$ cat config.mk
export PLATFORM = sky130hd
export DESIGN_NAME = dust_sensor_frame_receiver_core
export DESIGN_NICKNAME = d
export VERILOG_FILES = /design/src/hdl/dsfr_pkg.sv /design/src/hdl/dsfr_cfg_regs.sv /design/src/hdl/dsfr_frame.sv /design/src/hdl/dust_sensor_frame_receiver_core.sv
export VERILOG_INCLUDE_DIRS = /design/src /design/src/hdl
export SDC_FILE = /design/constraint.sdc
export NUM_CORES = 1
export LEC_CHECK = 0
export ABC_AREA = 1
export ABC_CLOCK_PERIOD_IN_PS = 12400
export BUFFER_PORTS_ARGS = -buffer_cell sky130_fd_sc_hd__buf_2
export CAP_MARGIN = 20
export CORE_AREA = 5 5 149 151
export CTS_BUF_LIST = sky130_fd_sc_hd__clkbuf_16
export CTS_CLUSTER_SIZE = 30
export DETAILED_ROUTE_END_ITERATION = 8
export DIE_AREA = 0 0 154 156
export HOLD_SLACK_MARGIN = 0.05
export PLACE_DENSITY = 0.71
export SKIP_CTS_REPAIR_TIMING = 1
export SLEW_MARGIN = 10
export SYNTH_ARGS = -nofsm -noshare
export SYNTH_HDL_FRONTEND = slang
export SYNTH_HIERARCHICAL = 1
export SYNTH_SLANG_ARGS = --single-unit
$ cat constraint.sdc
create_clock -name clk -period 12.4 [get_ports clk]
set_input_delay 1.24 -clock clk [delete_from_list [all_inputs] [get_ports clk]]
set_output_delay 1.24 -clock clk [all_outputs]
set_load 0.005 [all_outputs]
$ cat src/hdl/dust_sensor_frame_receiver_core_defines.svh
// assertion macros of the dust sensor frame receiver, used by dsfr_frame
// no dependencies; taken in by `include where assertions are written
`ifndef DUST_SENSOR_FRAME_RECEIVER_CORE_DEFINES_SVH
`define DUST_SENSOR_FRAME_RECEIVER_CORE_DEFINES_SVH

// condition in the same cycle
`define DSFR_ASSERT_SAME(label, clk, rst_n, ante, cons, msg) \
  label: assert property (@(posedge clk) disable iff (!rst_n) (ante) |-> (cons)) \
    else $error(msg);

// condition in the following cycle
`define DSFR_ASSERT_NEXT(label, clk, rst_n, ante, cons, msg) \
  label: assert property (@(posedge clk) disable iff (!rst_n) (ante) |=> (cons)) \
    else $error(msg);

`endif

$ cat src/hdl/dsfr_pkg.sv
// shared types and constants of the dust sensor frame receiver
// no dependencies; used by every module of the block
`default_nettype none

package dsfr_pkg;

  localparam int FRAME_BYTES = 9;
  localparam logic [3:0] LAST_POS = 4'(FRAME_BYTES - 1);
  localparam logic [7:0] REPLY_TYPE_DATA = 8'h02;

  localparam logic [7:0]  IDLE_LIMIT_RST   = 8'd2;
  localparam logic [15:0] FINE_LIMIT_RST   = 16'd999;
  localparam logic [15:0] COARSE_LIMIT_RST = 16'd1500;

  typedef enum logic [1:0] {
    REG_IDLE_LIMIT   = 2'd0,
    REG_FINE_LIMIT   = 2'd1,
    REG_COARSE_LIMIT = 2'd2
  } reg_idx_t;

  typedef enum logic [1:0] {
    STATUS_OK       = 2'd0,
    STATUS_BAD_SUM  = 2'd1,
    STATUS_BAD_TYPE = 2'd2
  } status_t;

  typedef struct packed {
    logic [7:0]  idle_limit;
    logic [15:0] fine_limit;
    logic [15:0] coarse_limit;
  } cfg_t;

  typedef struct packed {
    logic       func;     // 1 timer tick, 0 received byte
    logic [7:0] rx_byte;
  } item_t;

  typedef struct packed {
    status_t     status;
    logic [15:0] fine_reading;
    logic [15:0] coarse_reading;
  } result_t;

endpackage

`default_nettype wire

$ cat src/hdl/dsfr_cfg_regs.sv
// configuration registers: idle limit and the two reading clamps
// depends on dsfr_pkg
`default_nettype none

module dsfr_cfg_regs (
  input  wire logic          clk,
  input  wire logic          rst_n,
  input  wire logic          wr_en,
  input  wire logic [1:0]    wr_index,
  input  wire logic [15:0]   wr_data,
  output dsfr_pkg::cfg_t     cfg
);

  dsfr_pkg::cfg_t cfg_r;

  always_ff @(posedge clk) begin
    if (!rst_n) begin
      cfg_r.idle_limit   <= dsfr_pkg::IDLE_LIMIT_RST;
      cfg_r.fine_limit   <= dsfr_pkg::FINE_LIMIT_RST;
      cfg_r.coarse_limit <= dsfr_pkg::COARSE_LIMIT_RST;
    end else if (wr_en) begin
      unique case (wr_index)
        dsfr_pkg::REG_IDLE_LIMIT:   cfg_r.idle_limit   <= wr_data[7:0];
        dsfr_pkg::REG_FINE_LIMIT:   cfg_r.fine_limit   <= wr_data;
        dsfr_pkg::REG_COARSE_LIMIT: cfg_r.coarse_limit <= wr_data;
        default: ;  // unused index, write dropped
      endcase
    end
  end

  assign cfg = cfg_r;

endmodule

`default_nettype wire

$ cat src/hdl/dsfr_frame.sv
// frame assembly, idle timeout, checksum and type check, clamped readings
// depends on dsfr_pkg and dust_sensor_frame_receiver_core_defines.svh
`default_nettype none
`include "dust_sensor_frame_receiver_core_defines.svh"

module dsfr_frame (
  input  wire logic             clk,
  input  wire logic             rst_n,
  input  wire logic             step,
  input  wire dsfr_pkg::item_t  item,
  input  wire dsfr_pkg::cfg_t   cfg,
  output logic                  res_valid,
  output dsfr_pkg::result_t     res
);

  logic [3:0]  pos_r,    pos_nxt;
  logic [7:0]  idle_r,   idle_nxt;
  logic [15:0] sum_r,    sum_nxt;
  logic [7:0]  rtype_r,  rtype_nxt;
  logic [15:0] check_r,  check_nxt;
  logic [15:0] coarse_raw_r, coarse_raw_nxt;
  logic [15:0] fine_raw_r,   fine_raw_nxt;
  logic [15:0] kept_fine_r,   kept_fine_nxt;
  logic [15:0] kept_coarse_r, kept_coarse_nxt;

  logic [8:0]  tick_cnt;
  logic [15:0] sum_add;
  logic        last_byte;
  dsfr_pkg::status_t status;

  assign tick_cnt  = {1'b0, idle_r} + 9'd1;
  assign sum_add   = sum_r + {8'd0, item.rx_byte};
  assign last_byte = step && !item.func && (pos_r >= dsfr_pkg::LAST_POS);

  always_comb begin
    pos_nxt         = pos_r;
    idle_nxt        = idle_r;
    sum_nxt         = sum_r;
    rtype_nxt       = rtype_r;
    check_nxt       = check_r;
    coarse_raw_nxt  = coarse_raw_r;
    fine_raw_nxt    = fine_raw_r;
    kept_fine_nxt   = kept_fine_r;
    kept_coarse_nxt = kept_coarse_r;
    status          = dsfr_pkg::STATUS_OK;

    if (step && item.func) begin
      if (tick_cnt > {1'b0, cfg.idle_limit}) begin
        pos_nxt  = '0;
        idle_nxt = '0;
      end else begin
        idle_nxt = tick_cnt[7:0];
      end
    end else if (step) begin
      idle_nxt = '0;
      unique case (pos_r)
        4'd0: sum_nxt = {8'd0, item.rx_byte};
        4'd1: begin
          sum_nxt   = sum_add;
          rtype_nxt = item.rx_byte;
        end
        4'd2: begin
          sum_nxt        = sum_add;
          coarse_raw_nxt = {item.rx_byte, 8'd0};
        end
        4'd3: begin
          sum_nxt        = sum_add;
          coarse_raw_nxt = {coarse_raw_r[15:8], item.rx_byte};
        end
        4'd4: begin
          sum_nxt      = sum_add;
          fine_raw_nxt = {item.rx_byte, 8'd0};
        end
        4'd5: begin
          sum_nxt      = sum_add;
          fine_raw_nxt = {fine_raw_r[15:8], item.rx_byte};
        end
        4'd6: check_nxt = {item.rx_byte, 8'd0};
        4'd7: check_nxt = {check_r[15:8], item.rx_byte};
        default: sum_nxt = sum_add;
      endcase

      if (last_byte) begin
        pos_nxt = '0;
        // checksum mismatch wins over a wrong reply type
        priority if (sum_add != check_r) begin
          status = dsfr_pkg::STATUS_BAD_SUM;
        end else if (rtype_r != dsfr_pkg::REPLY_TYPE_DATA) begin
          status = dsfr_pkg::STATUS_BAD_TYPE;
        end else begin
          status          = dsfr_pkg::STATUS_OK;
          kept_fine_nxt   = (fine_raw_r > cfg.fine_limit) ? cfg.fine_limit : fine_raw_r;
          kept_coarse_nxt = (coarse_raw_r > cfg.coarse_limit) ? cfg.coarse_limit
                                                               : coarse_raw_r;
        end
      end else begin
        pos_nxt = pos_r + 4'd1;
      end
    end
  end

  always_ff @(posedge clk) begin
    if (!rst_n) begin
      pos_r         <= '0;
      idle_r        <= '0;
      sum_r         <= '0;
      rtype_r       <= '0;
      check_r       <= '0;
      coarse_raw_r  <= '0;
      fine_raw_r    <= '0;
      kept_fine_r   <= '0;
      kept_coarse_r <= '0;
    end else begin
      pos_r         <= pos_nxt;
      idle_r        <= idle_nxt;
      sum_r         <= sum_nxt;
      rtype_r       <= rtype_nxt;
      check_r       <= check_nxt;
      coarse_raw_r  <= coarse_raw_nxt;
      fine_raw_r    <= fine_raw_nxt;
      kept_fine_r   <= kept_fine_nxt;
      kept_coarse_r <= kept_coarse_nxt;
    end
  end

  assign res_valid          = last_byte;
  assign res.status         = status;
  assign res.fine_reading   = kept_fine_nxt;
  assign res.coarse_reading = kept_coarse_nxt;

  `DSFR_ASSERT_SAME(a_pos_in_frame, clk, rst_n, 1'b1, pos_r <= dsfr_pkg::LAST_POS,
    "frame position past last byte")
  `DSFR_ASSERT_NEXT(a_pos_wraps, clk, rst_n, last_byte, pos_r == 4'd0,
    "frame position did not restart after last byte")
  `DSFR_ASSERT_NEXT(a_reject_keeps, clk, rst_n,
    res_valid && (status != dsfr_pkg::STATUS_OK),
    $stable(kept_fine_r) && $stable(kept_coarse_r),
    "rejected frame changed kept readings")
  `DSFR_ASSERT_NEXT(a_idle_bounded, clk, rst_n, step && item.func,
    idle_r <= $past(cfg.idle_limit), "idle count above limit after tick")

endmodule

`default_nettype wire

$ cat src/hdl/dust_sensor_frame_receiver_core.sv
// Dust sensor frame receiver: takes received bytes and timer ticks as input beats,
// assembles 9-byte sensor reply frames and gives one result beat per frame with
// the status and the clamped PM2.5 and PM10 readings kept from the last good frame.
// One input beat is accepted per clock; the beat that carries the ninth byte is held
// in the input register, and its result then in the result register. Input
// stalls only while the result register is full and out_tready is low.
// Configuration writes are always ready and should be made while the block is idle.
// Depends on dsfr_pkg, dsfr_cfg_regs and dsfr_frame.
`default_nettype none

module dust_sensor_frame_receiver_core (
  input  wire logic        clk,
  input  wire logic        rst_n,
  // input channel
  input  wire logic        in_tvalid,
  output logic             in_tready,
  input  wire logic [7:0]  in_tdata,   // [7:0] rx_byte
  input  wire logic        in_tuser,   // [0] func: 1 tick, 0 byte
  // result channel
  output logic             out_tvalid,
  input  wire logic        out_tready,
  output logic [39:0]      out_tdata,  // [1:0] status, [17:2] fine_reading,
                                       // [33:18] coarse_reading, [39:34] zero
  // configuration channel
  input  wire logic        cfg_valid,
  output logic             cfg_ready,
  input  wire logic [1:0]  cfg_index,
  input  wire logic [15:0] cfg_data
);

  dsfr_pkg::cfg_t    cfg;
  dsfr_pkg::item_t   in_item_r;
  dsfr_pkg::result_t res, out_res_r;
  logic              in_valid_r;
  logic              out_valid_r;
  logic              out_free;
  logic              advance;
  logic              res_valid;

  assign cfg_ready = 1'b1;

  dsfr_cfg_regs u_cfg (
    .clk      (clk),
    .rst_n    (rst_n),
    .wr_en    (cfg_valid),
    .wr_index (cfg_index),
    .wr_data  (cfg_data),
    .cfg      (cfg)
  );

  assign out_free  = !out_valid_r || out_tready;
  assign advance   = in_valid_r && out_free;
  assign in_tready = !in_valid_r || out_free;

  always_ff @(posedge clk) begin
    if (!rst_n) begin
      in_valid_r <= 1'b0;
    end else if (in_tready) begin
      in_valid_r <= in_tvalid;
    end
  end

  always_ff @(posedge clk) begin
    if (in_tready && in_tvalid) begin
      in_item_r.func    <= in_tuser;
      in_item_r.rx_byte <= in_tdata;
    end
  end

  dsfr_frame u_frame (
    .clk       (clk),
    .rst_n     (rst_n),
    .step      (advance),
    .item      (in_item_r),
    .cfg       (cfg),
    .res_valid (res_valid),
    .res       (res)
  );

  always_ff @(posedge clk) begin
    if (!rst_n) begin
      out_valid_r <= 1'b0;
    end else if (advance && res_valid) begin
      out_valid_r <= 1'b1;
    end else if (out_tready) begin
      out_valid_r <= 1'b0;
    end
  end

  always_ff @(posedge clk) begin
    if (advance && res_valid) begin
      out_res_r <= res;
    end
  end

  assign out_tvalid = out_valid_r;
  assign out_tdata  = {6'd0, out_res_r.coarse_reading, out_res_r.fine_reading,
                       out_res_r.status};

endmodule

`default_nettype wire
==> out/metrics.csv <==
metric,value,unit
gp weighted congestion,0.8851,
Routed WL,26180,um
CP Data Required Time,12650,ps
final core occ,57.47,%
CTS tree,built,
initial antenna violation count,0,
worst hold slack,460.9,ps
TritonRoute pass-1 iters,6,
fmax,283.2,MHz
Vias/cell,5.182,
vias in the first global route,8965,
Port Buf Inserts,67,
DRT iter0 DRCs,695,
final hold vios,0,
clk_skew,14.80,ps
post-synth cell types,43,
nets,1654,
Core ar.,20690,um^2
Syn-to-layout area delta,10.26,%
#FFs+latches synth,201,
layout cell share with drive strength beyond 1,9.785,%
Setup TNS,0,ps
highest routed layer,met4,
CTS max path bufs,3,
H-tree Lvls,1,
drt wl/cell,14.08,um
worst setup margin,8869,ps
status,completed,
CTS Buf Count,22,
largest fanout on the critical path,23,
WP buf/inv,3,
pin count of the biggest net entering global routing,83,
FILL cells,1957,
"CTS clk-pin slew, worst paths",60,ps
crit end category,register,
cell count after synthesis,1522,
Final ANT Viol Nets,0,
worst reg-to-reg setup slack,8870,ps
Hold Crit Class,reg2reg,
CTS sink count,201,
first-pass GRT wire length,43320,um
Synth Cell Area,10780,um^2
Slew @ Worst Pin,1035,ps
# rows,53,
critical path cell sequence,"inv_1, fa_1, xor2_1, nand2_1, nor2_1, nand2_1, nor2_1, nand2_1, nor2_1, nand2_1, nor2_1, nand2_1, nor2_2, buf_8, nand4_1, nand2_1, inv_1",
Final Total Pwr,1380,uW
Mean Syn Cell Area,7.085,um^2
Remaining DRCs,0,
number of enable flip-flop cells after synthesis,43,
WL met3,1499,um
critical path class,reg2reg,
Leak,0.005636,uW
Starting Density,52.12,%
"Top FF cell, synth",dfxtp_1,
die area,24020,um^2
YS warnings,6,
pre-CTS WS,8395,ps
M1 WL,11900,um
met2 routed wirelength,12190,um
crit path launch type,register,
Root Buffer,clkbuf_16,
Die Width,154,um
PD cells,116.1,nW/um^2
Tmin final,3531,ps
Crit path top cell by count,nand2_1,
dpl hpwl,18720,um
RSZ-0062 raised after global routing,false,
total grt overflow,0,
final setup violation count,0,
max incr delay on CP,640,ps
I/O Pins,75,
relative slew slack,30.96,%
"CP delay by family, top",simple AND/OR/NAND/NOR gates,
die height,156,um
period utilization,28.47,%
ys async rst share,0,%
Global Route Usage Sum,21.39,%
DR vias,9633,
worst vdd ir,71.18,uV
"Slew Viols, Final",0,
Antenna diodes,0,
sequential share of the synthesized area,41.30,%
Max-Cap Viols,0,
worst skew pair latency,510,ps
Worst EP arrival,3780,ps
CP max stage cell,edfxtp_1,
## synthesized netlist by cell type (7+ instances only)
library cell | instances | area [um^2]
inv_1 | 244 | 915.9
nor2_1 | 138 | 518.0
nor3_1 | 8 | 40.04
dfxtp_1 | 158 | 3163
buf_4 | 8 | 60.06
o21ai_0 | 72 | 360.4
ha_1 | 53 | 663.1
nand2_2 | 12 | 75.07
clkbuf_1 | 29 | 108.9
nand3_1 | 111 | 555.5
xor2_1 | 7 | 61.31
inv_2 | 8 | 30.03
nand4_1 | 53 | 331.6
nand2_1 | 401 | 1505
buf_2 | 11 | 55.05
edfxtp_1 | 43 | 1291
a21oi_1 | 107 | 535.5
nor2_2 | 8 | 50.05
## final timing paths
| path | start | to | depth (start not counted) |
|---|---|---|---|
| min reg2reg | u_cfg/cfg[21] | u_cfg/cfg[21] | 2 |
| max | in_item_r[1] | out_tdata[16] | 17 |
| max reg2reg | in_item_r[1] | out_tdata[16] | 17 |
| min | u_cfg/cfg[21] | u_cfg/cfg[21] | 2 |
## cell families after synthesis
| family | count (synthesis) | share of synthesized area [%] |
|---|---|---|
| AO/OA/AOI/OAI | 192 | 9.189 |
| XOR/XNOR | 8 | 0.6498 |
| adder cells (fa/ha/maj) | 54 | 6.335 |
| buffers and inverters | 311 | 11.78 |
| flip-flops | 201 | 41.30 |
| other | 2 | 0.06964 |
| AND/OR/NAND/NOR | 754 | 30.68 |
## flip-flops by register name (all words and copies together), names as in the netlist
name                   count
u_frame/pos_r              4
in_item_r                  9
out_tvalid                 1
out_tdata                 34
u_frame/check_r           16
u_frame/kept_fine_r       16
u_cfg/cfg                 40
u_frame/rtype_r            8
u_frame/fine_raw_r        16
u_frame/coarse_raw_r      16
u_frame/sum_r             16
in_valid_r                 1
u_frame/idle_r             8
u_frame/kept_coarse_r     16
## power breakdown
group	internal [uW]	switching [uW]
logic	32.4	71.0
registers	677	12.7
clock network	325	262
## placed cells by master, fill, tap and decap left out, types with 2 or more instances in the layout
master      netlist  final
nand2_1         401    401
inv_1           244    248
dfxtp_1         158    158
nor2_1          138    137
nand3_1         111    111
a21oi_1         107    107
o21ai_0          72     72
buf_2            11     67
nand4_1          53     53
ha_1             53     53
edfxtp_1         43     43
clkbuf_16         0     22
nand2_2          12     12
inv_2             8      9
nor2_2            8      9
conb_1            2      7
clkinv_2          0      7
buf_4             8      7
nor3_1            8      7
xor2_1            7      7
nor3_2            3      4
nand3b_1          4      4
a31oi_1           4      4
clkinvlp_4        0      3
nand3_2           3      3
o21a_1            3      3
nor4_1            3      3
clkinv_1          0      2
nor2_4            2      2
nand3_4           2      2
or2_1             2      2
a211oi_1          2      2
## per-layer routing
layer  up-vias  track usage [%]
met4         0            5.929
met5         -                0
met2       256            35.82
li1       4945                -
met3        35            2.552
met1      4397            29.41
## worst reg2reg max path, delay by kind of cell (launching register included)
kind / cells / cell delay, ps
AND/OR/NAND/NOR: 12 / 1400
flip-flops: 1 / 640
adder cells (fa/ha/maj): 1 / 630
buffers and inverters: 3 / 460
XOR/XNOR: 1 / 150
## layout make-up
| cell class | instances | area [um^2] | area share (%) |
|---|---|---|---|
| inverters | 253 | 952.2 | 8.008 |
| well taps | 275 | 344.1 | 2.894 |
| multi-input cells | 1015 | 5086 | 42.78 |
| clock buffers | 22 | 550.5 | 4.630 |
| clock inverters | 18 | 100.1 | 0.8418 |
| flip-flops and latches | 201 | 4454 | 37.46 |
| repair buffers | 75 | 402.9 | 3.388 |
## stage by stage
stage	instances	cell area, um^2
2_1_floorplan	1527	10800
3_3_place_gp	1818	11220
3_5_place_dp	1818	11220
4_1_cts	1858	11880
5_1_grt	1859	11890
6_report	1859	11890
Note: power is estimated with default switching activity, not from simulation.
